File: config.mk
export PLATFORM = sky130hd
export DESIGN_NAME = fbpc_front_flat
export DESIGN_NICKNAME = d
export VERILOG_FILES = /design/src/fbpc_pkg.sv /design/src/fbpc_stream_if.sv /design/src/fbpc_front.sv /design/src/flat_wrapper.sv
export SDC_FILE = /design/constraint.sdc
export NUM_CORES = 1
export LEC_CHECK = 0
export BUFFER_PORTS_ARGS = -buffer_cell sky130_fd_sc_hd__clkbuf_2
export CORE_AREA = 2 2 65 67
export DETAILED_ROUTE_END_ITERATION = 10
export DIE_AREA = 0 0 67 69
export GPL_TIMING_DRIVEN = 0
export PLACE_DENSITY_LB_ADDON = 0.08
export SETUP_SLACK_MARGIN = 0.1
export SYNTH_ARGS = -nofsm -noshare
export SYNTH_HDL_FRONTEND = slang
export SYNTH_SLANG_ARGS = --single-unit
export TNS_END_PERCENT = 1
File: constraint.sdc
create_clock -name vclk -period 1.4
set_input_delay 0.21 -clock vclk [all_inputs]
set_output_delay 0.21 -clock vclk [all_outputs]
set_load 0.02 [all_outputs]
File: src/fbpc_pkg.sv
// Package for the font border pixel cleanup block.
// Holds the register map, reset values and the types shared by the top, front, queue and back modules.
// No dependencies.
`timescale 1ns / 1ps
`default_nettype none

package fbpc_pkg;

    localparam int PIX_W      = 32;
    localparam int WIDTH_W    = 13;
    localparam int HEIGHT_W   = 16;
    localparam int APB_ADDR_W = 4;
    localparam int APB_DATA_W = 32;

    localparam logic [WIDTH_W-1:0]  WIDTH_RST  = 13'd256;
    localparam logic [HEIGHT_W-1:0] HEIGHT_RST = 16'd256;
    localparam logic [PIX_W-1:0]    BORDER_RST = 32'hFF00FF00;

    localparam int QUEUE_DEPTH = 2;
    localparam int QPTR_W      = $clog2(QUEUE_DEPTH);
    localparam int QCNT_W      = $clog2(QUEUE_DEPTH + 1);

    typedef enum logic [1:0] {
        REG_IMAGE_WIDTH  = 2'd0,
        REG_IMAGE_HEIGHT = 2'd1,
        REG_BORDER_COLOR = 2'd2
    } reg_idx_t;

    typedef struct packed {
        logic [PIX_W-1:0]    border_color;
        logic [HEIGHT_W-1:0] image_height;
        logic [WIDTH_W-1:0]  image_width;
    } cfg_t;

    typedef struct packed {
        logic [PIX_W-1:0] pixel;
        logic             center;
        logic             right_border;
        logic             below_border;
    } item_t;

endpackage

`default_nettype wire

File: src/fbpc_stream_if.sv
// Stream interfaces for the pixel input channel and the result channel.
// Valid/ready handshake; depends on fbpc_pkg for field widths.
`timescale 1ns / 1ps
`default_nettype none

interface fbpc_in_if;
    logic                      valid;
    logic                      ready;
    logic [fbpc_pkg::PIX_W-1:0] pixel;
    logic [fbpc_pkg::PIX_W-1:0] right_pixel;
    logic [fbpc_pkg::PIX_W-1:0] below_pixel;

    modport source (output valid, output pixel, output right_pixel, output below_pixel,
                    input ready);
    modport sink   (input valid, input pixel, input right_pixel, input below_pixel,
                    output ready);
endinterface


`default_nettype wire

File: src/fbpc_front.sv
// Front end: takes pixel transfers and classifies the three pixels against the
// border colour. Depends on fbpc_pkg and fbpc_in_if.
`timescale 1ns / 1ps
`default_nettype none

module fbpc_front (
    fbpc_in_if.sink                   pixels,
    input  wire logic [fbpc_pkg::PIX_W-1:0] border_color,
    input  wire logic                 full,
    output      logic                 push,
    output      fbpc_pkg::item_t      push_item
);

    assign pixels.ready = !full;
    assign push         = pixels.valid && !full;

    always_comb
    begin
        push_item.pixel        = pixels.pixel;
        push_item.center       = (pixels.pixel == border_color);
        push_item.right_border = (pixels.right_pixel == border_color);
        push_item.below_border = (pixels.below_pixel == border_color);
    end

endmodule

`default_nettype wire

File: src/flat_wrapper.sv
// flat-port wrapper written by rule: the top's interface ports become plain ports
module fbpc_front_flat 
  (border_color, full, push, push_item, pixels_valid, pixels_pixel, pixels_right_pixel, pixels_below_pixel, pixels_ready);
  fbpc_in_if pixels_i ();
  input  wire logic [fbpc_pkg::PIX_W-1:0] border_color;
  input  wire logic full;
  output      logic push;
  output      fbpc_pkg::item_t push_item;
  input wire logic [$bits(pixels_i.valid)-1:0] pixels_valid;
  input wire logic [$bits(pixels_i.pixel)-1:0] pixels_pixel;
  input wire logic [$bits(pixels_i.right_pixel)-1:0] pixels_right_pixel;
  input wire logic [$bits(pixels_i.below_pixel)-1:0] pixels_below_pixel;
  output wire logic [$bits(pixels_i.ready)-1:0] pixels_ready;
  assign pixels_i.valid = pixels_valid;
  assign pixels_i.pixel = pixels_pixel;
  assign pixels_i.right_pixel = pixels_right_pixel;
  assign pixels_i.below_pixel = pixels_below_pixel;
  assign pixels_ready = pixels_i.ready;
  fbpc_front u_core (.pixels(pixels_i), .border_color(border_color), .full(full), .push(push), .push_item(push_item));
endmodule
==> results.sh, run 1 <==
export IMPL_grt_overflow=0
export IMPL_syn_area_mm2=0.001290
export IMPL_synth_area_leaders="xor2_1 (65%), buf_4 (19%), nor4_1 (12%)"
export IMPL_yosysTopAreaCellShare_pct=65.18
export IMPL_crit_required_ns=1.19
export IMPL_die_area_mm2=0.004623
export IMPL_nFillCells=384
export IMPL_synth_seq_area_share_pct=0
export IMPL_syn_nets=293
export IMPL_drv_slew=0
export IMPL_ant_nets=0
export IMPL_violations="negative setup slack"
export IMPL_grt_pass1_vias=1595
export IMPL_path_max_fanout=3
export IMPL_wire_per_inst_um=11.69
export IMPL_netlist_instances=163
export IMPL_ios=167
export IMPL_drcViolationCount=0
export IMPL_seq_cells=0
export IMPL_synth_commonest_cells="xor2_1 (96), buf_4 (32), nor4_1 (24), nand4_1 (6), nor2_1 (3)"
export IMPL_rsz0062_at_grt="true"
export IMPL_max_cap_violations=0
export IMPL_routed_wl_um=4444
export IMPL_max_stage_delay_ns=0.31
export IMPL_place_congestion=0.7943
export IMPL_p_total_mw=0.7242
export IMPL_cp_end_kind="output port"
export IMPL_fmax_ghz=0.6948
export IMPL_diodes=0
export IMPL_crit_type="primary input to output port"
export IMPL_clock_buffer_count=0
export IMPL_power_leakage_nw=1.307
export IMPL_fin_crit_sh_pct=102.8
export IMPL_worstMarginPinSlew_ns=0.2909
export IMPL_cp_arrival_ns=1.23
export IMPL_ir_worst_vdd_v=0.0001537
export IMPL_core_mm2=0.003914
export IMPL_synth_area_per_cell_um2=7.914
export IMPL_antenna_found_initial=0
export IMPL_critPathTopFamily="simple AND/OR/NAND/NOR gates"
export IMPL_firstDrtPassIters=4
export IMPL_grt_usage_pct=17.29
export IMPL_layout_nets=462
export IMPL_cp_start_kind="primary input"
export IMPL_cp_buffers_inverters=2
export IMPL_outcome="complete, but fails checks"
export IMPL_area_delta_synth_final_pct=82.64
export IMPL_whs_path_depth=3
export IMPL_p_per_area_mw_per_mm2=307.4
export IMPL_viasPerCell=4.350
export IMPL_cp_slowest_cell="nor4_1"
export IMPL_worst_path_stages=6
export IMPL_row_count=23
export IMPL_regArea_um2=0
export IMPL_yosysWarnings=0
export IMPL_dieWidth_um=67
export IMPL_drt_initial_drc_count=9
export IMPL_grt_pass1_wl_um=6548
export IMPL_ctsHoldBuffers=0
export IMPL_final_hold_viol_count=0
export IMPL_grt_max_degree=4
export IMPL_synth_area_leader_cell="xor2_1"
export IMPL_port_buffers=167
export IMPL_start_util_pct=32.96
export IMPL_hpwl_um=4045
export IMPL_hp_class="primary input to output port"
export IMPL_fin_setup_tns_ns=-0.1072
export IMPL_vias=1653
export IMPL_setup_viol=3
export IMPL_relSlewSlack_pct=80.43
export IMPL_yosysUniqueCellTypes=7
export IMPL_drive_above_1_share_pct=65.76
export IMPL_synth_most_common_cell="xor2_1"
export IMPL_fin_ws_ns=-0.03930
export IMPL_die_y_um=69
export IMPL_crit_chain="clkbuf_8, xor2_1, nor4_1, nand4_1, nor2_1, clkbuf_4"
export IMPL_fin_crit_ns=1.439
[routing by layer]
metal | track usage [%] | wire length [um] | part of all wire, %
met4 | 0.6803 | 16 | 0.36
met1 | 17.03 | 1451 | 33
met3 | 2.773 | 465 | 10
met5 | 0 | 0 | 0
met2 | 36.96 | 2511 | 57
[repair_timing]
| item | 4_1_cts | 5_1_grt |
|---|---|---|
| cloned | 0 | 0 |
| pin swaps | 19 | 13 |
| resized for setup | 13 | 21 |
| endpoints found under the setup margin | 3 | 3 |
| buffers inserted | 0 | 0 |
[cell type report]
cell class	count	area, um2	area share (%)
Multi-Input combinational cell	130	1162	49.34
Timing Repair Buffer	167	887.1	37.65
Buffer	32	240.2	10.20
Tap cell	50	62.56	2.655
Inverter	1	3.754	0.1593
[cells in the final DEF, fill, tap and decap left out, types with 2 or more instances in the layout]
cell and instances:
nand4_1 6, nor2_1 3, clkbuf_4 2, buf_4 36, xor2_2 3, clkbuf_2 156
nor4_2 15, clkbuf_8 3, nor4_1 9, xor2_1 93
[logic make-up after synthesis]
| family | count (synthesis) | share of synthesized area [%] |
|---|---|---|
| xor+xnor | 96 | 65.18 |
| simple gates | 34 | 15.91 |
| buf+inv | 33 | 18.91 |
[metrics by stage]
step	hold WS (ns)	setup slack [ns]	utilization [%]	area [um2]	std cells
2_1_floorplan	0.4966	0.1637	-	1290	163
3_3_place_gp	0.6786	-0.1800	55.91	2188	380
3_5_place_dp	0.6791	-0.1940	55.91	2188	380
4_1_cts	0.6811	-0.08988	57.96	2268	380
5_1_grt	0.6999	-0.1620	60.20	2356	380
6_report	0.6794	-0.03930	60.20	2356	380
[worst min-delay path, stage by stage]
cell      delay, ns
clkbuf_2       0.09
inv_1          0.03
clkbuf_2       0.14
[power breakdown]
part           total [mW]  internal (mW)  switching, mW
Sequential              0              0              0
Clock                   0              0              0
Combinational       0.724          0.367          0.357
Total               0.724          0.367          0.357
[path summary, 6_finish.rpt]
check | start | to | slack [ns]
max | border_color[22] | push_item[1] | -0.04
min | full | pixels_ready | 0.68
(Power assumes the default switching activity.)
==> inputs of run 2 (changes only) <==
--- a/config.mk
+++ b/config.mk
@@ -12,6 +12,7 @@
 export GPL_TIMING_DRIVEN = 0
 export PLACE_DENSITY_LB_ADDON = 0.08
 export SETUP_SLACK_MARGIN = 0.1
+export SKIP_LAST_GASP = 1
 export SYNTH_ARGS = -nofsm -noshare
 export SYNTH_HDL_FRONTEND = slang
 export SYNTH_SLANG_ARGS = --single-unit
==> run 2 against run 1 <==
Compared with the run above: the run still ends with negative setup slack left; non-clock buffer count unchanged; sequential cell count unchanged; fmax shrank 0.82%; worst hold slack did not move; critical path depth stayed put; largest cell class unchanged.
==> results.sh, run 2 (same netlist as run 1, synthesis figures left out) <==
export IMPL_outcome="complete, but fails checks"
export IMPL_violations="negative setup slack"
export IMPL_cp_buffers_inverters=2
export IMPL_grt_pass1_vias=1602
export IMPL_viasPerCell=4.342
export IMPL_crit_type="primary input to output port"
export IMPL_grt_pass1_wl_um=6603
export IMPL_detailedPlace_worstSlack_ns=-0.1940
export IMPL_ir_worst_vdd_v=0.0001527
export IMPL_core_mm2=0.003914
export IMPL_rsz0062_at_grt="true"
export IMPL_regArea_um2=0
export IMPL_critPathTopFamily="simple AND/OR/NAND/NOR gates"
export IMPL_hpwl_um=4045
export IMPL_max_cap_violations=0
export IMPL_critPathCapture="push_item[1]"
export IMPL_area_delta_synth_final_pct=81.38
export IMPL_cp_start_kind="primary input"
export IMPL_final_cell_mix="clkbuf_2 (157), xor2_1 (92), buf_4 (37)"
export IMPL_utilization_pct=59.78
export IMPL_ios=167
export IMPL_fmax_ghz=0.6891
export IMPL_wire_per_inst_um=11.59
export IMPL_drive_above_1_share_pct=65.45
export IMPL_ant_nets=0
export IMPL_drcViolationCount=0
export IMPL_cp_arrival_ns=1.24
export IMPL_startpoint="border_color[31]"
export IMPL_fin_crit_ns=1.451
export IMPL_path_max_fanout=3
export IMPL_dieWidth_um=67
export IMPL_crit_required_ns=1.19
export IMPL_mostFrequentLayoutCell="clkbuf_2"
export IMPL_antenna_found_initial=0
export IMPL_routed_wl_um=4403
export IMPL_setup_viol=3
export IMPL_hold_slack_ns=0.6794
export IMPL_drt_initial_drc_count=9
export IMPL_p_per_area_mw_per_mm2=306.2
export IMPL_fin_crit_sh_pct=103.7
export IMPL_crit_chain="buf_4, xor2_1, nor4_1, nand4_1, nor2_1, clkbuf_4"
export IMPL_clock_buffer_count=0
export IMPL_place_congestion=0.7943
export IMPL_cp_end_kind="output port"
export IMPL_grt_usage_pct=17.46
export IMPL_die_area_mm2=0.004623
export IMPL_diodes=0
export IMPL_relSlewSlack_pct=80.29
export IMPL_vias=1650
export IMPL_final_hold_viol_count=0
export IMPL_drv_slew=0
export IMPL_seq_cells=0
export IMPL_worstMarginPinSlew_ns=0.2929
export IMPL_row_count=23
export IMPL_fin_ws_ns=-0.05121
export IMPL_worst_path_stages=6
export IMPL_die_y_um=69
export IMPL_hp_class="primary input to output port"
export IMPL_cts_setup_buffers=0
export IMPL_grt_overflow=0
export IMPL_port_buffers=167
export IMPL_firstDrtPassIters=3
export IMPL_start_util_pct=32.96
export IMPL_max_stage_delay_ns=0.29
export IMPL_grt_max_degree=4
export IMPL_power_leakage_nw=1.303
export IMPL_cp_slowest_cell="nor4_1"
export IMPL_layout_nets=462
## run 2: final cells by class
| cell class | instances | area, um2 |
|---|---|---|
| inverters | 1 | 3.754 |
| multi-input cells | 130 | 1157 |
| plain buffers | 32 | 240.2 |
| repair buffers | 167 | 875.8 |
| fillers | 389 | 1574 |
| well taps | 50 | 62.56 |
## run 2: through the flow
stage / area [um2] / TNS, ns / instances / power, mW
floorplan: 1290 / 0 / 163 / 0.3332
detailed placement: 2188 / -0.4887 / 380 / 0.6661
global placement: 2188 / -0.4803 / 380 / 0.6614
global route: 2340 / -0.4784 / 380 / 0.7878
CTS: 2251 / -0.2677 / 380 / 0.6917
finish: 2340 / -0.1361 / 380 / 0.7165
## run 2: worst min path at each step
stage	from	endpoint	slack (ns)	cells after the start
after detailed placement	full	pixels_ready	0.68	3
after global routing	full	pixels_ready	0.70	3
after CTS	full	pixels_ready	0.68	3
after floorplan	full	pixels_ready	0.50	1
final	full	pixels_ready	0.68	3
after global placement	full	pixels_ready	0.68	3
## run 2: power by group
group          switching, mW  internal [mW]  total (mW)
logic                  0.352          0.364       0.716
registers                  0              0           0
clock network              0              0           0
total                  0.352          0.364       0.716
## run 2: metal layers
metal / wire length (um) / vias to the layer above / global-route usage [%]
li1: - / 850 / -
met1: 1475 / 710 / 17.42
met2: 2458 / 88 / 37.07
met3: 452 / 2 / 2.773
met4: 16 / 0 / 0.6803
met5: 0 / - / 0
## run 2: what timing repair did
action,CTS,global route
pin swaps,14,16
setup endpoints to repair,3,3
resized for setup,11,25
gates cloned,0,0
hold buffers,0,0
==> inputs of run 3 (changes only) <==
--- a/config.mk
+++ b/config.mk
@@ -5,10 +5,10 @@
 export SDC_FILE = /design/constraint.sdc
 export NUM_CORES = 1
 export LEC_CHECK = 0
+export ABC_AREA = 1
 export BUFFER_PORTS_ARGS = -buffer_cell sky130_fd_sc_hd__clkbuf_2
-export CORE_AREA = 2 2 65 67
+export CORE_UTILIZATION = 45
 export DETAILED_ROUTE_END_ITERATION = 10
-export DIE_AREA = 0 0 67 69
 export GPL_TIMING_DRIVEN = 0
 export PLACE_DENSITY_LB_ADDON = 0.08
 export SETUP_SLACK_MARGIN = 0.1
==> run 3 against run 2 <==
Compared with the run above: fmax up 13%; the flow now finishes without violations; sequential cell count unchanged; wire length up 48%; highest routed layer unchanged; non-clock buffer count unchanged.
==> results.sh, run 3 <==
export IMPL_vias=3186
export IMPL_p_per_area_mw_per_mm2=285.7
export IMPL_setup_viol=0
export IMPL_regArea_um2=0
export IMPL_grt_pass1_wl_um=9991
export IMPL_grt_max_degree=5
export IMPL_yosysWarnings=0
export IMPL_relSlewSlack_pct=90.12
export IMPL_cp_arrival_ns=1.07
export IMPL_min_from="full"
export IMPL_cp_slowest_cell="buf_4"
export IMPL_hold_slack_ns=0.6771
export IMPL_outcome="completed"
export IMPL_clock_buffer_count=0
export IMPL_fmax_ghz=0.7815
export IMPL_worstMarginPinSlew_ns=0.1477
export IMPL_critPathTopFamily="simple AND/OR/NAND/NOR gates"
export IMPL_place_inst=733
export IMPL_place_congestion=0.7743
export IMPL_crit_required_ns=1.19
export IMPL_ctsHoldBuffers=0
export IMPL_drcViolationCount=0
export IMPL_utilization_pct=76.79
export IMPL_crit_type="primary input to output port"
export IMPL_netlist_instances=514
export IMPL_fin_cells=733
export IMPL_drv_slew=0
export IMPL_synth_area_leader_cell="nand2_1"
export IMPL_wire_per_inst_um=8.879
export IMPL_routed_wl_um=6508
export IMPL_fin_setup_tns_ns=0
export IMPL_cp_start_kind="primary input"
export IMPL_seq_cells=0
export IMPL_final_hold_viol_count=0
export IMPL_synth_area_leaders="nand2_1 (52%), inv_1 (20%), buf_4 (11%)"
export IMPL_cp_buffers_inverters=3
export IMPL_cp_end_kind="output port"
export IMPL_yosysTopAreaCellShare_pct=52.15
export IMPL_path_max_fanout=4
export IMPL_top_usage_layer="met2"
export IMPL_synth_area_per_cell_um2=4.075
export IMPL_ant_nets=0
export IMPL_grt_pass1_vias=2724
export IMPL_globalRouteMet1Util_pct=25.00
export IMPL_viasPerCell=4.347
export IMPL_grt_overflow=0
export IMPL_ir_worst_vdd_v=0.0002006
export IMPL_globalRouteMet2Util_pct=49.21
export IMPL_max_stage_delay_ns=0.16
export IMPL_drt_initial_drc_count=88
export IMPL_core_mm2=0.004414
export IMPL_detailedPlace_worstSlack_ns=0.02026
export IMPL_design_area_mm2=0.003390
export IMPL_layout_nets=813
export IMPL_hp_class="primary input to output port"
export IMPL_p_total_mw=0.9683
export IMPL_syn_nets=644
export IMPL_die_y_um=70.23
export IMPL_final_cell_mix="nand2_1 (272), clkbuf_2 (118), inv_1 (89)"
export IMPL_die_area_mm2=0.004932
export IMPL_nFillCells=360
export IMPL_synth_seq_area_share_pct=0
export IMPL_port_buffers=167
export IMPL_synth_most_common_cell="nand2_1"
export IMPL_placed_area_mm2=0.002995
export IMPL_start_util_pct=47.45
export IMPL_fin_ws_ns=0.1204
export IMPL_grt_usage_pct=23.33
export IMPL_fin_crit_sh_pct=91.40
export IMPL_drive_above_1_share_pct=37.59
export IMPL_area_delta_synth_final_pct=61.83
export IMPL_yosysUniqueCellTypes=6
export IMPL_cts_setup_buffers=0
export IMPL_max_cap_violations=0
export IMPL_firstDrtPassIters=6
export IMPL_whs_endpoint="pixels_ready"
export IMPL_fin_crit_ns=1.280
export IMPL_crit_chain="buf_8, inv_4, nand2_2, nand2_2, nor2_2, nand2_1, nor2_2, nand2_1, nor2_1, buf_4"
export IMPL_syn_area_mm2=0.002095
export IMPL_dieWidth_um=70.23
export IMPL_ios=167
export IMPL_antenna_found_initial=0
export IMPL_row_count=24
export IMPL_whs_path_depth=3
export IMPL_rsz0062_at_grt="true"
export IMPL_hpwl_um=5416
export IMPL_mostFrequentLayoutCell="nand2_1"
export IMPL_grt_util_met3_pct=2.020
export IMPL_diodes=0
export IMPL_synth_commonest_cells="nand2_1 (291), inv_1 (114), nor2_1 (64), buf_4 (32), xor2_1 (9)"
export IMPL_power_leakage_nw=2.481
==> run 3: cell types whose count changed in the layout (fill, tap and decap cells not counted), sizes merged <==
cell / previous run / this run
nor2b: 1 / 0
nor4: 24 / 0
nand4: 6 / 0
inv: 1 / 118
nand2: 0 / 291
clkbuf: 159 / 122
buf: 40 / 77
xor2: 96 / 9
nor2: 3 / 64
==> run 3: power by group <==
part / total (mW) / switching, mW / internal (mW)
clock: 0 / 0 / 0
combinational: 0.968 / 0.495 / 0.474
sequential: 0 / 0 / 0
==> run 3: worst max-delay path by stage <==
stage | to | from | cells past startpoint
2_1_floorplan | push_item[0] | border_color[16] | 8
3_3_place_gp | push_item[2] | border_color[26] | 10
3_5_place_dp | push_item[2] | border_color[14] | 10
4_1_cts | push_item[2] | border_color[27] | 10
5_1_grt | push_item[1] | border_color[9] | 10
6_report | push_item[2] | border_color[26] | 10
==> run 3: per-layer routing <==
layer / wire length (um) / share of wire (%)
met1: 2556 / 39
met2: 3470 / 53
met3: 391 / 6.0
met4: 89 / 1.4
met5: 0 / 0
==> run 3: repair_timing <==
item,4_1_cts,5_1_grt
endpoints found under the hold margin,0,0
resized for setup,35,121
pin swaps,19,67
setup endpoints to repair,3,3
==> run 3: worst min-delay path, stage by stage <==
cell	delay (ns)
clkbuf_2	0.09
inv_1	0.03
clkbuf_2	0.14
==> run 3: area by class of cell <==
class	count	area, um2	area share (%)
tap	52	65.06	1.920
inverter	118	473.0	13.95
multi-input combinational	364	1486	43.85
timing repair buffer	167	1125	33.19
buffer	32	240.2	7.087
==> run 3: logic make-up after synthesis <==
group / share of synthesized area [%]
xor gates and xnor gates: 3.764
buffers and inverters: 32.62
and+or+nand+nor: 63.62
