## config.mk

```make
export PLATFORM = sky130hd
export DESIGN_NAME = fbpc_queue
export DESIGN_NICKNAME = d
export VERILOG_FILES = /design/src/fbpc_pkg.sv /design/src/fbpc_queue.sv
export SDC_FILE = /design/constraint.sdc
export NUM_CORES = 1
export LEC_CHECK = 0
export BUFFER_PORTS_ARGS = -buffer_cell sky130_fd_sc_hd__buf_2
export CORE_MARGIN = 5
export CORE_UTILIZATION = 40
export CTS_CLUSTER_DIAMETER = 100
export DETAILED_ROUTE_END_ITERATION = 12
export SLEW_MARGIN = 20
export SYNTH_ARGS = -nofsm -noshare
export SYNTH_HDL_FRONTEND = slang
export SYNTH_SLANG_ARGS = --single-unit
```

## constraint.sdc

```tcl
create_clock -name clk -period 3.05 [get_ports clk]
set_input_delay 0.1525 -clock clk [delete_from_list [all_inputs] [get_ports clk]]
set_output_delay 0.1525 -clock clk [all_outputs]
set_load 0.03 [all_outputs]
```

## src/fbpc_pkg.sv

```systemverilog
// Package for the font border pixel cleanup block.
// Holds the register map, reset values and the types shared by the top, front, queue and back modules.
// No dependencies.
`timescale 1ns / 1ps
`default_nettype none

package fbpc_pkg;

    localparam int PIX_W      = 32;
    localparam int WIDTH_W    = 13;
    localparam int HEIGHT_W   = 16;
    localparam int APB_ADDR_W = 4;
    localparam int APB_DATA_W = 32;

    localparam logic [WIDTH_W-1:0]  WIDTH_RST  = 13'd256;
    localparam logic [HEIGHT_W-1:0] HEIGHT_RST = 16'd256;
    localparam logic [PIX_W-1:0]    BORDER_RST = 32'hFF00FF00;

    localparam int QUEUE_DEPTH = 2;
    localparam int QPTR_W      = $clog2(QUEUE_DEPTH);
    localparam int QCNT_W      = $clog2(QUEUE_DEPTH + 1);

    typedef enum logic [1:0] {
        REG_IMAGE_WIDTH  = 2'd0,
        REG_IMAGE_HEIGHT = 2'd1,
        REG_BORDER_COLOR = 2'd2
    } reg_idx_t;

    typedef struct packed {
        logic [PIX_W-1:0]    border_color;
        logic [HEIGHT_W-1:0] image_height;
        logic [WIDTH_W-1:0]  image_width;
    } cfg_t;

    typedef struct packed {
        logic [PIX_W-1:0] pixel;
        logic             center;
        logic             right_border;
        logic             below_border;
    } item_t;

endpackage

`default_nettype wire

```

## src/fbpc_queue.sv

```systemverilog
// Short queue of classified pixels between the front and back ends.
// Depends on fbpc_pkg.
`timescale 1ns / 1ps
`default_nettype none

module fbpc_queue (
    input  wire logic            clk,
    input  wire logic            rst_n,
    input  wire logic            push,
    input  wire fbpc_pkg::item_t push_item,
    output      logic            full,
    input  wire logic            pop,
    output      fbpc_pkg::item_t pop_item,
    output      logic            not_empty
);

    fbpc_pkg::item_t                    entry_reg [fbpc_pkg::QUEUE_DEPTH];
    logic [fbpc_pkg::QPTR_W-1:0]        wr_ptr_reg, wr_ptr_next;
    logic [fbpc_pkg::QPTR_W-1:0]        rd_ptr_reg, rd_ptr_next;
    logic [fbpc_pkg::QCNT_W-1:0]        count_reg, count_next;
    logic                               do_push, do_pop;

    assign full      = (count_reg == fbpc_pkg::QCNT_W'(fbpc_pkg::QUEUE_DEPTH));
    assign not_empty = (count_reg != '0);
    assign pop_item  = entry_reg[rd_ptr_reg];
    assign do_push   = push && !full;
    assign do_pop    = pop && not_empty;

    always_comb
    begin
        wr_ptr_next = do_push ? wr_ptr_reg + fbpc_pkg::QPTR_W'(1) : wr_ptr_reg;
        rd_ptr_next = do_pop  ? rd_ptr_reg + fbpc_pkg::QPTR_W'(1) : rd_ptr_reg;
        count_next  = count_reg;
        if (do_push && !do_pop)
        begin
            count_next = count_reg + fbpc_pkg::QCNT_W'(1);
        end
        else if (do_pop && !do_push)
        begin
            count_next = count_reg - fbpc_pkg::QCNT_W'(1);
        end
    end

    always_ff @(posedge clk or negedge rst_n)
    begin
        if (!rst_n)
        begin
            wr_ptr_reg <= '0;
            rd_ptr_reg <= '0;
            count_reg  <= '0;
        end
        else
        begin
            wr_ptr_reg <= wr_ptr_next;
            rd_ptr_reg <= rd_ptr_next;
            count_reg  <= count_next;
        end
    end

    always_ff @(posedge clk)
    begin
        if (do_push)
        begin
            entry_reg[wr_ptr_reg] <= push_item;
        end
    end

endmodule

`default_nettype wire

```

==> run_summary.xml, run 1 <==
<?xml version="1.0" encoding="UTF-8"?>
<metrics>
  <group name="setup_path">
    <metric name="worst_path_max_delay_cell" unit="">sky130_fd_sc_hd__nor2_4</metric>
    <metric name="setup.worst_path.start_class" unit="">register</metric>
    <metric name="critical_path_cell_by_cell" unit="">nand2b_1 -&gt; nand2_1 -&gt; nor2_4 -&gt; buf_4</metric>
    <metric name="timing.critical_path.to_type" unit="">register</metric>
    <metric name="r2r-start" unit="">count_reg[0]$_DFFE_PN0P_</metric>
    <metric name="timing.critical_path.from" unit="">count_reg[0]$_DFFE_PN0P_</metric>
    <metric name="worst_case_reg_to_reg_path_depth" unit="">4</metric>
    <metric name="critPathRequiredTime" unit="ps">3100</metric>
    <metric name="cp_max_fo" unit="">27</metric>
    <metric name="cp_num_cells" unit="">4</metric>
    <metric name="cp_top_family" unit="">simple AND/OR/NAND/NOR gates</metric>
    <metric name="timing.setup.critical_path_class" unit="">register to register</metric>
    <metric name="critPathMaxStageDelay" unit="ps">640</metric>
    <metric name="worstPathBufferInverterCount" unit="">1</metric>
    <metric name="critPathArrivalTime" unit="ps">1960</metric>
  </group>
  <group name="die">
    <metric name="die_w" unit="um">94.8</metric>
    <metric name="fp.coreArea" unit="um^2">7140</metric>
    <metric name="design.portCount" unit="">76</metric>
    <metric name="die_area" unit="um^2">8990</metric>
    <metric name="fp.dieH" unit="um">94.8</metric>
    <metric name="fp-row-count" unit="">31</metric>
    <metric name="start_util" unit="%">40.3</metric>
  </group>
  <group name="global_routing">
    <metric name="gr-max-usage-layer" unit="">met2</metric>
    <metric name="gr-usage-met1" unit="%">12.8</metric>
    <metric name="globalRouteMet3Util" unit="%">4.22</metric>
    <metric name="grt_max_degree" unit="">36</metric>
    <metric name="global_route.usage.total" unit="%">11.2</metric>
    <metric name="initial_antenna_violation_count" unit="">0</metric>
    <metric name="global_route.usage.met2" unit="%">19.1</metric>
    <metric name="vias_in_the_first_global_route" unit="">1588</metric>
    <metric name="overflow" unit="">0</metric>
    <metric name="grt_first_pass_wirelength" unit="um">7360</metric>
  </group>
  <group name="power">
    <metric name="p_per_area" unit="nW/um^2">997</metric>
    <metric name="power.switching" unit="mW">1.32</metric>
    <metric name="power.leakage" unit="nW">1.56</metric>
    <metric name="sw_frac_of_total" unit="%">34.3</metric>
    <metric name="seq_power_share" unit="%">38.8</metric>
    <metric name="power.ir.vdd_worst" unit="uV">595</metric>
    <metric name="cellInternalPower" unit="mW">2.53</metric>
    <metric name="power.share.combinational" unit="%">38.0</metric>
    <metric name="power.share.clock" unit="%">23.2</metric>
  </group>
  <group name="synthesis">
    <metric name="synthCells" unit="">128</metric>
    <metric name="yosysTopAreaCellShare" unit="%">73.1</metric>
    <metric name="count_of_synthesis_stage_warnings_from_yosys" unit="">0</metric>
    <metric name="synth-seq-cells" unit="">74</metric>
    <metric name="yosysMostFrequentCell" unit="">sky130_fd_sc_hd__edfxtp_1</metric>
    <metric name="synth-edff-count" unit="">70</metric>
    <metric name="netlist_top_cells_area" unit="">sky130_fd_sc_hd__edfxtp_1 73%, sky130_fd_sc_hd__mux2_4 15%, sky130_fd_sc_hd__dfrtp_1 3.5%, sky130_fd_sc_hd__mux2_2 2.3%, sky130_fd_sc_hd__buf_12 2.1%</metric>
    <metric name="synthArstFlopShare" unit="%">5.41</metric>
    <metric name="synth_area" unit="um^2">2880</metric>
    <metric name="yosysUniqueCellTypes" unit="">16</metric>
    <metric name="seq_area_frac_synth" unit="%">76.6</metric>
    <metric name="yosys-top-cells-count" unit="">70 x sky130_fd_sc_hd__edfxtp_1, 29 x sky130_fd_sc_hd__mux2_4, 6 x sky130_fd_sc_hd__mux2_2</metric>
    <metric name="synth.net_count" unit="">168</metric>
    <metric name="synth_area_leader_cell" unit="">sky130_fd_sc_hd__edfxtp_1</metric>
    <metric name="post_synth_top_flop" unit="">sky130_fd_sc_hd__edfxtp_1</metric>
    <metric name="avgSynthCellArea" unit="um^2">22.5</metric>
  </group>
  <group name="layout">
    <metric name="share_of_layout_cells_above_drive_strength_1" unit="%">53.8</metric>
    <metric name="antenna_cells_inserted" unit="">0</metric>
    <metric name="max_reg_flops" unit="">70</metric>
    <metric name="nNetsFinal" unit="">282</metric>
    <metric name="area_growth" unit="%">34.4</metric>
    <metric name="final_area" unit="um^2">3870</metric>
  </group>
  <group name="clock_network">
    <metric name="clock-root-buffer" unit="">sky130_fd_sc_hd__clkbuf_8</metric>
    <metric name="clock_tree.htree_level_count" unit="">3</metric>
    <metric name="cts.path.max_buffers" unit="">2</metric>
    <metric name="clk_latency" unit="ps">330</metric>
    <metric name="tritoncts" unit="">done</metric>
    <metric name="clk_transition_reported_paths" unit="ps">70</metric>
    <metric name="cts_num_sinks" unit="">74</metric>
    <metric name="cts-buffers-inserted" unit="">9</metric>
  </group>
  <group name="sta">
    <metric name="rsz0062_at_grt" unit="">no</metric>
    <metric name="timing.final.hold_violations" unit="">0</metric>
    <metric name="clock-skew-final" unit="ps">5.14</metric>
    <metric name="min_period_over_period" unit="%">62.7</metric>
    <metric name="fin_tns_setup" unit="ps">0</metric>
    <metric name="max_slew_margin" unit="%">43.2</metric>
    <metric name="worst_slew_pin_slew" unit="ps">852</metric>
    <metric name="timing.final.crit_period" unit="ps">1910</metric>
    <metric name="max_clock_freq" unit="MHz">523</metric>
    <metric name="finalSetupViolations" unit="">0</metric>
    <metric name="timing.final.ws_setup" unit="ps">1140</metric>
    <metric name="drv_slew" unit="">0</metric>
    <metric name="hold-worst-slack" unit="ps">15.5</metric>
  </group>
  <group name="route">
    <metric name="drc" unit="">0</metric>
    <metric name="via_count" unit="">1487</metric>
    <metric name="average_vias_per_placed_instance" unit="">4.30</metric>
    <metric name="drt_total_wl" unit="um">4910</metric>
    <metric name="drt.antenna.violating_nets" unit="">0</metric>
    <metric name="drt_first_pass_iters" unit="">4</metric>
    <metric name="detail_route.iter0.violations" unit="">59</metric>
    <metric name="wl_per_cell" unit="um">14.2</metric>
  </group>
  <group name="hold_path">
    <metric name="worstHoldPathType" unit="">input pin to register</metric>
    <metric name="whs_path_depth" unit="">1</metric>
    <metric name="timing.hold.worst.start" unit="">push_item[17]</metric>
  </group>
  <group name="run">
    <metric name="max_cap_violations" unit="">0</metric>
  </group>
  <group name="placed_design">
    <metric name="place_hpwl" unit="um">3160</metric>
    <metric name="detailedPlace.worstSlack" unit="ps">1100</metric>
    <metric name="numPortBuffers" unit="">75</metric>
    <metric name="place_area" unit="um^2">3340</metric>
    <metric name="gp_routability_congestion" unit="">0.721</metric>
  </group>
  <group name="run_status">
    <metric name="status" unit="">finished, final reports clean</metric>
  </group>
</metrics>
[cells in the final DEF, fill, tap and decap left out]
cell	synthesis	routed
sky130_fd_sc_hd__mux2_4	29	29
sky130_fd_sc_hd__dfrtp_1	4	3
sky130_fd_sc_hd__xor2_1	2	2
sky130_fd_sc_hd__or2_1	1	1
sky130_fd_sc_hd__nor2_1	2	1
sky130_fd_sc_hd__clkinv_1	0	1
sky130_fd_sc_hd__nor2_4	0	1
sky130_fd_sc_hd__dfrtp_2	0	1
sky130_fd_sc_hd__dlygate4sd3_1	0	28
sky130_fd_sc_hd__clkinvlp_4	0	2
sky130_fd_sc_hd__and3_2	0	1
sky130_fd_sc_hd__nand2_1	1	1
sky130_fd_sc_hd__ha_1	1	1
sky130_fd_sc_hd__nand2b_1	1	1
sky130_fd_sc_hd__xnor2_1	3	3
sky130_fd_sc_hd__edfxtp_1	70	70
sky130_fd_sc_hd__inv_1	2	2
sky130_fd_sc_hd__buf_4	0	4
sky130_fd_sc_hd__clkinv_4	0	1
sky130_fd_sc_hd__mux2_2	6	6
sky130_fd_sc_hd__nand2_2	1	1
sky130_fd_sc_hd__bufinv_16	0	3
sky130_fd_sc_hd__clkbuf_8	0	9
sky130_fd_sc_hd__buf_2	0	75
[routing by layer]
layer  wire length (um)  part of all wire (%)  vias to the layer above
met2               2490                    51                       41
met3                310                   6.3                        7
met5                  0                     0                        -
met1               2050                    42                      716
met4                 63                   1.3                        0
li1                   -                     -                      723
[path summary, 6_finish.rpt]
| path | slack, ps | to |
|---|---|---|
| max | 1140 | entry_reg[0][2]$_DFFE_PP_ |
| min | 20 | entry_reg[0][17]$_DFFE_PP_ |
| max reg2reg | 1140 | entry_reg[0][2]$_DFFE_PP_ |
| min reg2reg | 500 | count_reg[1]$_DFFE_PN0P_ |
| max in group asynchronous | 2770 | rd_ptr_reg$_DFFE_PN0P_ |
| min in group asynchronous | 150 | count_reg[1]$_DFFE_PN0P_ |
[layout make-up]
type / count / area [um^2]
clock buffer: 9 / 124
sequential: 74 / 2200
fill: 596 / 3270
clock inverter: 7 / 118
tap: 99 / 124
multi-input combinational: 48 / 604
timing repair buffer: 107 / 686
inverter: 2 / 7.51
[kinds of logic after synthesis]
kind of cell	after synthesis	synth area share (%)
flops	74	76.6
mux	35	17.5
simple gates	7	1.26
buf+inv	6	2.74
xor+xnor	5	1.52
fa+ha+maj	1	0.435
[power by group through the flow]
stage	clock network, mW	registers, mW	logic [mW]
CTS	0.915	1.50	1.49
global route	0.960	1.52	1.54
global placement	0	1.51	1.46
finish	0.894	1.50	1.46
floorplan	0	1.47	1.22
detailed placement	0	1.52	1.46
[stage by stage]
| step | utilization, % | instances | total power [mW] |
|---|---|---|---|
| 6_report | 54.2 | 346 | 3.85 |
| 5_1_grt | 54.2 | 346 | 4.02 |
| 4_1_cts | 53.9 | 344 | 3.91 |
| 3_5_place_dp | 46.9 | 302 | 2.98 |
| 3_3_place_gp | 46.9 | 302 | 2.97 |
| 2_1_floorplan | - | 128 | 2.69 |
[repair_timing]
item	4_1_cts	5_1_grt
hold endpoints to repair	51	4
hold buffers	26	2
resized for setup	0	0
buffers inserted	0	0
(Power assumes the default switching activity.)
==> inputs of run 2 (changes only) <==
clock period = 1.8 ns   (was 3.05 ns; I/O delays follow)
==> run 2 against run 1 <==
  * Non-clock buffer count up 10
  * First-iteration DRC count fell by 15%
  * Sequential share of layout area decreased by 0.42 points
  * Flip-flop and latch count unchanged
  * Clock skew down 1.3 ps
  * Sequential power rose by 65%
  * Hold slack gained 15 ps
  * Cell count is 2.6% higher
  * Via count increased by 3.8%
  * Critical path depth decreased by 1
  * Total power is 61% higher
  * Setup slack lost 1000 ps
==> run_summary.xml, run 2 (same netlist as run 1, synthesis figures left out) <==
<?xml version="1.0" encoding="UTF-8"?>
<metrics>
  <group name="run_status">
    <metric name="status" unit="">finished, final reports clean</metric>
  </group>
  <group name="clock_network">
    <metric name="cts-buffers-inserted" unit="">9</metric>
    <metric name="clk_transition_reported_paths" unit="ps">60</metric>
    <metric name="tritoncts" unit="">done</metric>
    <metric name="cts.path.max_buffers" unit="">2</metric>
    <metric name="post_cts_resized" unit="">0</metric>
    <metric name="cts_num_sinks" unit="">74</metric>
    <metric name="clock-root-buffer" unit="">sky130_fd_sc_hd__clkbuf_8</metric>
    <metric name="post_cts.repair.setup_buffers" unit="">0</metric>
    <metric name="clk_latency" unit="ps">330</metric>
    <metric name="clock_tree.htree_level_count" unit="">3</metric>
  </group>
  <group name="placed_design">
    <metric name="numPortBuffers" unit="">75</metric>
    <metric name="gp_routability_congestion" unit="">0.735</metric>
    <metric name="place_hpwl" unit="um">3310</metric>
    <metric name="detailedPlace.worstSlack" unit="ps">247</metric>
  </group>
  <group name="die">
    <metric name="start_util" unit="%">40.3</metric>
    <metric name="die_area" unit="um^2">8990</metric>
    <metric name="fp.dieH" unit="um">94.8</metric>
    <metric name="die_w" unit="um">94.8</metric>
    <metric name="fp.coreArea" unit="um^2">7140</metric>
    <metric name="fp-row-count" unit="">31</metric>
    <metric name="design.portCount" unit="">76</metric>
  </group>
  <group name="setup_path">
    <metric name="cp_max_fo" unit="">20</metric>
    <metric name="timing.setup.critical_path_class" unit="">register to primary output</metric>
    <metric name="worst_case_reg_to_reg_path_depth" unit="">6</metric>
    <metric name="timing.critical_path.to_type" unit="">primary output</metric>
    <metric name="critPathArrivalTime" unit="ps">1580</metric>
    <metric name="setup.worst_path.start_class" unit="">register</metric>
    <metric name="critPathRequiredTime" unit="ps">1710</metric>
  </group>
  <group name="layout">
    <metric name="fill_cells" unit="">610</metric>
    <metric name="antenna_cells_inserted" unit="">0</metric>
    <metric name="area_growth" unit="%">35.4</metric>
    <metric name="max_reg_flops" unit="">70</metric>
    <metric name="area_occupied_by_multi_input_gates" unit="um^2">604</metric>
    <metric name="share_of_layout_cells_above_drive_strength_1" unit="%">51.6</metric>
    <metric name="most_frequent_standard_cell_in_the_layout_excluding_fill_and_tap_cells" unit="">sky130_fd_sc_hd__buf_2</metric>
    <metric name="area.sequential" unit="um^2">2200</metric>
    <metric name="layout_common_cells" unit="">75 x sky130_fd_sc_hd__buf_2, 70 x sky130_fd_sc_hd__edfxtp_1, 36 x sky130_fd_sc_hd__dlygate4sd3_1, 29 x sky130_fd_sc_hd__mux2_4, 9 x sky130_fd_sc_hd__clkbuf_8</metric>
    <metric name="finish.utilization" unit="%">54.6</metric>
    <metric name="nNetsFinal" unit="">292</metric>
  </group>
  <group name="sta">
    <metric name="rsz0062_at_grt" unit="">no</metric>
    <metric name="timing.final.hold_violations" unit="">0</metric>
    <metric name="min_period_over_period" unit="%">92.9</metric>
    <metric name="drv_slew" unit="">0</metric>
    <metric name="fin_tns_setup" unit="ps">0</metric>
    <metric name="worst_slew_pin_slew" unit="ps">367</metric>
    <metric name="finalSetupViolations" unit="">0</metric>
    <metric name="timing.final.ws_setup" unit="ps">127</metric>
    <metric name="hold-worst-slack" unit="ps">30.7</metric>
    <metric name="clock-skew-final" unit="ps">3.86</metric>
    <metric name="max_slew_margin" unit="%">75.5</metric>
    <metric name="max_clock_freq" unit="MHz">598</metric>
    <metric name="timing.final.crit_period" unit="ps">1670</metric>
  </group>
  <group name="power">
    <metric name="p_per_area" unit="nW/um^2">1590</metric>
    <metric name="power.ir.vdd_worst" unit="uV">921</metric>
    <metric name="power.leakage" unit="nW">1.58</metric>
  </group>
  <group name="route">
    <metric name="wl_per_cell" unit="um">14.0</metric>
    <metric name="average_vias_per_placed_instance" unit="">4.35</metric>
    <metric name="drt_first_pass_iters" unit="">4</metric>
    <metric name="drt.antenna.violating_nets" unit="">0</metric>
    <metric name="detail_route.iter0.violations" unit="">50</metric>
    <metric name="via_count" unit="">1544</metric>
    <metric name="drc" unit="">0</metric>
    <metric name="drt_total_wl" unit="um">4990</metric>
  </group>
  <group name="hold_path">
    <metric name="worstHoldPathType" unit="">input pin to register</metric>
    <metric name="whs_path_depth" unit="">3</metric>
  </group>
  <group name="global_routing">
    <metric name="grt_first_pass_wirelength" unit="um">7920</metric>
    <metric name="initial_antenna_violation_count" unit="">0</metric>
    <metric name="grt_max_degree" unit="">24</metric>
    <metric name="vias_in_the_first_global_route" unit="">1743</metric>
    <metric name="overflow" unit="">0</metric>
    <metric name="global_route.usage.total" unit="%">11.9</metric>
  </group>
  <group name="run">
    <metric name="max_cap_violations" unit="">0</metric>
  </group>
</metrics>
==> run 2: cell types whose count changed in the layout (fill, tap and decap cells not counted), sizes merged <==
cell | previous run | this run
bufinv | 3 | 1
clkinvlp | 2 | 0
clkbuf | 9 | 11
buf | 79 | 81
dlygate4sd3 | 28 | 36
clkinv | 2 | 3
==> run 2: critical path, cell delays in order (launching register included) <==
cell                      delay (ps)
sky130_fd_sc_hd__dfrtp_2         350
sky130_fd_sc_hd__buf_4           340
sky130_fd_sc_hd__mux2_2          380
sky130_fd_sc_hd__buf_2           180
==> run 2: final timing paths <==
path	start	end	slack, ps
worst max-delay path	rd_ptr_reg$_DFFE_PN0P_	pop_item[14]	130
worst min-delay path	pop	rd_ptr_reg$_DFFE_PN0P_	30
worst max register to register	count_reg[0]$_DFFE_PN0P_	count_reg[1]$_DFFE_PN0P_	250
worst min register to register	count_reg[1]$_DFFE_PN0P_	count_reg[1]$_DFFE_PN0P_	500
max in group asynchronous	rst_n	rd_ptr_reg$_DFFE_PN0P_	1580
min in group asynchronous	rst_n	count_reg[0]$_DFFE_PN0P_	90
==> run 2: layout make-up <==
class	count	area share (%)
sequential	74	56.6
tap	99	3.18
clock buffer	11	3.37
multi-input combinational	48	15.5
timing repair buffer	117	20.0
clock inverter	4	1.12
inverter	2	0.193
==> run 2: what timing repair did <==
action / 4_1_cts / 5_1_grt
endpoints found under the setup margin: 0 / 0
hold buffers: 36 / 0
hold endpoints to repair: 74 / 0
==> run 2: report_power, final <==
group	switching (mW)	total [mW]	internal (mW)
Combinational	1.54	2.58	1.04
Clock	0.523	1.15	0.624
Sequential	0.120	2.48	2.36
==> run 2: through the flow <==
step	power, mW	std cells	cell area [um^2]
5_1_grt	6.52	355	3890
2_1_floorplan	4.56	128	2890
6_report	6.21	355	3890
3_5_place_dp	5.07	304	3360
3_3_place_gp	5.04	304	3360
4_1_cts	6.29	355	3890
==> run 2: metal layers <==
metal | wire (um) | global-route usage [%] | vias up
li1 | - | - | 737
met1 | 2130 | 14.0 | 744
met2 | 2490 | 20.2 | 52
met3 | 259 | 3.11 | 11
met4 | 103 | 6.13 | 0
met5 | 0 | 0 | -
==> inputs of run 3 (changes only) <==
GPL_TIMING_DRIVEN = 0   (was unset)
PLACE_DENSITY_LB_ADDON = 0.15   (was unset)
==> run 3 against run 2 <==
  * Non-clock buffer count shrank 2
  * Cell count is the same
  * Total power grew 2.9%
  * Critical path depth grew 4
  * Die area is the same
  * Sequential power is essentially flat
  * Hold slack gained 6.1 ps
  * Core utilization grew 0.72 points
  * Via count grew 0.58%
  * Routed wire length grew 3.4%
  * Cell area grew 1.3%
  * Count of clock-buffer cells in the layout shrank 2
  * Critical endpoint is now count_reg[1]$_DFFE_PN0P_
  * Largest cell class unchanged
  * Largest power group unchanged
==> run_summary.xml, run 3 (same netlist as run 1, synthesis figures left out) <==
<?xml version="1.0" encoding="UTF-8"?>
<metrics>
  <group name="run_status">
    <metric name="status" unit="">finished, final reports clean</metric>
  </group>
  <group name="setup_path">
    <metric name="critPathRequiredTime" unit="ps">2050</metric>
    <metric name="worstPathBufferInverterCount" unit="">1</metric>
    <metric name="critPathArrivalTime" unit="ps">1900</metric>
    <metric name="worst_path_max_delay_cell" unit="">sky130_fd_sc_hd__dfrtp_1</metric>
    <metric name="setup.worst_path.start_class" unit="">register</metric>
    <metric name="cp_top_family" unit="">simple AND/OR/NAND/NOR gates</metric>
    <metric name="worst_case_reg_to_reg_path_depth" unit="">7</metric>
    <metric name="cpMostUsedCell" unit="">sky130_fd_sc_hd__xor2_1</metric>
    <metric name="minimum_setup_slack_among_reg_to_reg_paths" unit="ps">150</metric>
    <metric name="timing.critical_path.from" unit="">count_reg[0]$_DFFE_PN0P_</metric>
    <metric name="timing.setup.critical_path_class" unit="">register to register</metric>
    <metric name="cp_num_cells" unit="">7</metric>
    <metric name="r2r-start" unit="">count_reg[0]$_DFFE_PN0P_</metric>
    <metric name="timing.critical_path.to_type" unit="">register</metric>
    <metric name="cp_max_fo" unit="">4</metric>
    <metric name="critical_path_cell_by_cell" unit="">nand2b_1 -&gt; nand2_2 -&gt; inv_1 -&gt; ha_1 -&gt; xor2_1 -&gt; nor2_1 -&gt; xor2_1</metric>
    <metric name="r2r_end" unit="">count_reg[1]$_DFFE_PN0P_</metric>
    <metric name="critPathMaxStageDelay" unit="ps">420</metric>
    <metric name="worst_setup_path_endpoint" unit="">count_reg[1]$_DFFE_PN0P_</metric>
  </group>
  <group name="clock_network">
    <metric name="clock_tree.htree_level_count" unit="">3</metric>
    <metric name="clk_transition_reported_paths" unit="ps">70</metric>
    <metric name="cts_num_sinks" unit="">74</metric>
    <metric name="tritoncts" unit="">done</metric>
    <metric name="cts-buffers-inserted" unit="">9</metric>
    <metric name="post_cts.repair.setup_buffers" unit="">0</metric>
    <metric name="cts.path.max_buffers" unit="">2</metric>
    <metric name="clock-root-buffer" unit="">sky130_fd_sc_hd__clkbuf_8</metric>
    <metric name="clk_latency" unit="ps">340</metric>
  </group>
  <group name="die">
    <metric name="die_area" unit="um^2">8990</metric>
    <metric name="start_util" unit="%">40.3</metric>
    <metric name="fp-row-count" unit="">31</metric>
    <metric name="fp.coreArea" unit="um^2">7140</metric>
    <metric name="die_w" unit="um">94.8</metric>
    <metric name="fp.dieH" unit="um">94.8</metric>
    <metric name="design.portCount" unit="">76</metric>
  </group>
  <group name="sta">
    <metric name="hold-worst-slack" unit="ps">36.8</metric>
    <metric name="min_period_over_period" unit="%">91.6</metric>
    <metric name="timing.final.hold_violations" unit="">0</metric>
    <metric name="rsz0062_at_grt" unit="">no</metric>
    <metric name="finalSetupViolations" unit="">0</metric>
    <metric name="timing.final.ws_setup" unit="ps">151</metric>
    <metric name="max_clock_freq" unit="MHz">606</metric>
    <metric name="max_slew_margin" unit="%">62.9</metric>
    <metric name="timing.final.crit_period" unit="ps">1650</metric>
    <metric name="worst_slew_pin_slew" unit="ps">556</metric>
    <metric name="clock-skew-final" unit="ps">11.0</metric>
    <metric name="drv_slew" unit="">0</metric>
  </group>
  <group name="route">
    <metric name="drt.antenna.violating_nets" unit="">0</metric>
    <metric name="via_count" unit="">1553</metric>
    <metric name="wl_per_cell" unit="um">14.5</metric>
    <metric name="average_vias_per_placed_instance" unit="">4.37</metric>
    <metric name="drt_first_pass_iters" unit="">5</metric>
    <metric name="detail_route.iter0.violations" unit="">32</metric>
    <metric name="drc" unit="">0</metric>
    <metric name="drt_total_wl" unit="um">5160</metric>
  </group>
  <group name="layout">
    <metric name="share_of_layout_cells_above_drive_strength_1" unit="%">52.0</metric>
    <metric name="layout_common_cells" unit="">75 x sky130_fd_sc_hd__buf_2, 70 x sky130_fd_sc_hd__edfxtp_1, 36 x sky130_fd_sc_hd__dlygate4sd3_1, 29 x sky130_fd_sc_hd__mux2_4, 9 x sky130_fd_sc_hd__clkbuf_8</metric>
    <metric name="finish.utilization" unit="%">55.3</metric>
    <metric name="max_reg_flops" unit="">70</metric>
    <metric name="nNetsFinal" unit="">291</metric>
    <metric name="antenna_cells_inserted" unit="">0</metric>
    <metric name="area_growth" unit="%">37.2</metric>
    <metric name="most_frequent_standard_cell_in_the_layout_excluding_fill_and_tap_cells" unit="">sky130_fd_sc_hd__buf_2</metric>
  </group>
  <group name="hold_path">
    <metric name="worstHoldPathType" unit="">input pin to register</metric>
  </group>
  <group name="power">
    <metric name="post-layout-total-power" unit="mW">6.39</metric>
    <metric name="power.ir.vdd_worst" unit="uV">1230</metric>
    <metric name="power.leakage" unit="nW">1.59</metric>
    <metric name="p_per_area" unit="nW/um^2">1620</metric>
  </group>
  <group name="placed_design">
    <metric name="gp_routability_congestion" unit="">0.667</metric>
    <metric name="numPortBuffers" unit="">75</metric>
    <metric name="detailedPlace.worstSlack" unit="ps">-153</metric>
    <metric name="place_hpwl" unit="um">3290</metric>
  </group>
  <group name="global_routing">
    <metric name="initial_antenna_violation_count" unit="">0</metric>
    <metric name="grt_max_degree" unit="">36</metric>
    <metric name="global_route.usage.total" unit="%">12.4</metric>
    <metric name="vias_in_the_first_global_route" unit="">1751</metric>
    <metric name="overflow" unit="">0</metric>
    <metric name="grt_first_pass_wirelength" unit="um">8180</metric>
  </group>
  <group name="run">
    <metric name="max_cap_violations" unit="">0</metric>
  </group>
</metrics>
## run 3: worst register-to-register path, cell delays in order, from the launching register on
cell and delay (ps):
sky130_fd_sc_hd__dfrtp_1 420, sky130_fd_sc_hd__nand2b_1 200, sky130_fd_sc_hd__nand2_2 180, sky130_fd_sc_hd__inv_1 90
sky130_fd_sc_hd__ha_1 230, sky130_fd_sc_hd__xor2_1 160, sky130_fd_sc_hd__nor2_1 120, sky130_fd_sc_hd__xor2_1 170
## run 3: report_power, final
part	internal [mW]	switching [mW]	total, mW
clock	0.623	0.565	1.19
combinational	1.13	1.56	2.70
sequential	2.36	0.141	2.50
total	4.12	2.27	6.39
## run 3: how the worst min path moves through the flow
stage / startpoint / endpoint / cells past startpoint
floorplan: rst_n / count_reg[0]$_DFFE_PN0P_ / 0
global placement: rst_n / rd_ptr_reg$_DFFE_PN0P_ / 1
detailed placement: rst_n / wr_ptr_reg$_DFFE_PN0P_ / 1
CTS: pop / rd_ptr_reg$_DFFE_PN0P_ / 3
global route: pop / rd_ptr_reg$_DFFE_PN0P_ / 3
finish: pop / rd_ptr_reg$_DFFE_PN0P_ / 3
## run 3: what timing repair did
| action | CTS | global route |
|---|---|---|
| endpoints found under the setup margin | 35 | 36 |
| pin swaps | 1 | 0 |
| endpoints found under the hold margin | 74 | 0 |
| hold buffers | 36 | 0 |
| gates cloned | 1 | 0 |
| resized for setup | 1 | 2 |
## run 3: area by class of cell
type / count / area (um^2)
Multi-Input combinational cell: 49 / 622
Fill cell: 599 / 3190
Sequential cell: 74 / 2200
Clock inverter: 7 / 60.1
Clock buffer: 9 / 124
Tap cell: 99 / 124
Timing Repair Buffer: 111 / 736
Inverter: 2 / 7.51
Buffer: 4 / 71.3
## run 3: per-layer routing
layer | vias to the layer above | routed length (um) | global-route usage (%)
met5 | - | 0 | 0
met4 | 0 | 51 | 5.05
met3 | 5 | 320 | 5.26
met2 | 43 | 2840 | 22.0
met1 | 765 | 1940 | 12.8
li1 | 740 | - | -
## run 3: through the flow
| step | instance area (um^2) | instances | setup TNS, ps |
|---|---|---|---|
| 3_3_place_gp | 3380 | 302 | -2180 |
| 3_5_place_dp | 3380 | 302 | -5270 |
| 6_report | 3950 | 355 | 0 |
| 2_1_floorplan | 2890 | 128 | 0 |
| 4_1_cts | 3940 | 355 | 0 |
| 5_1_grt | 3950 | 355 | 0 |
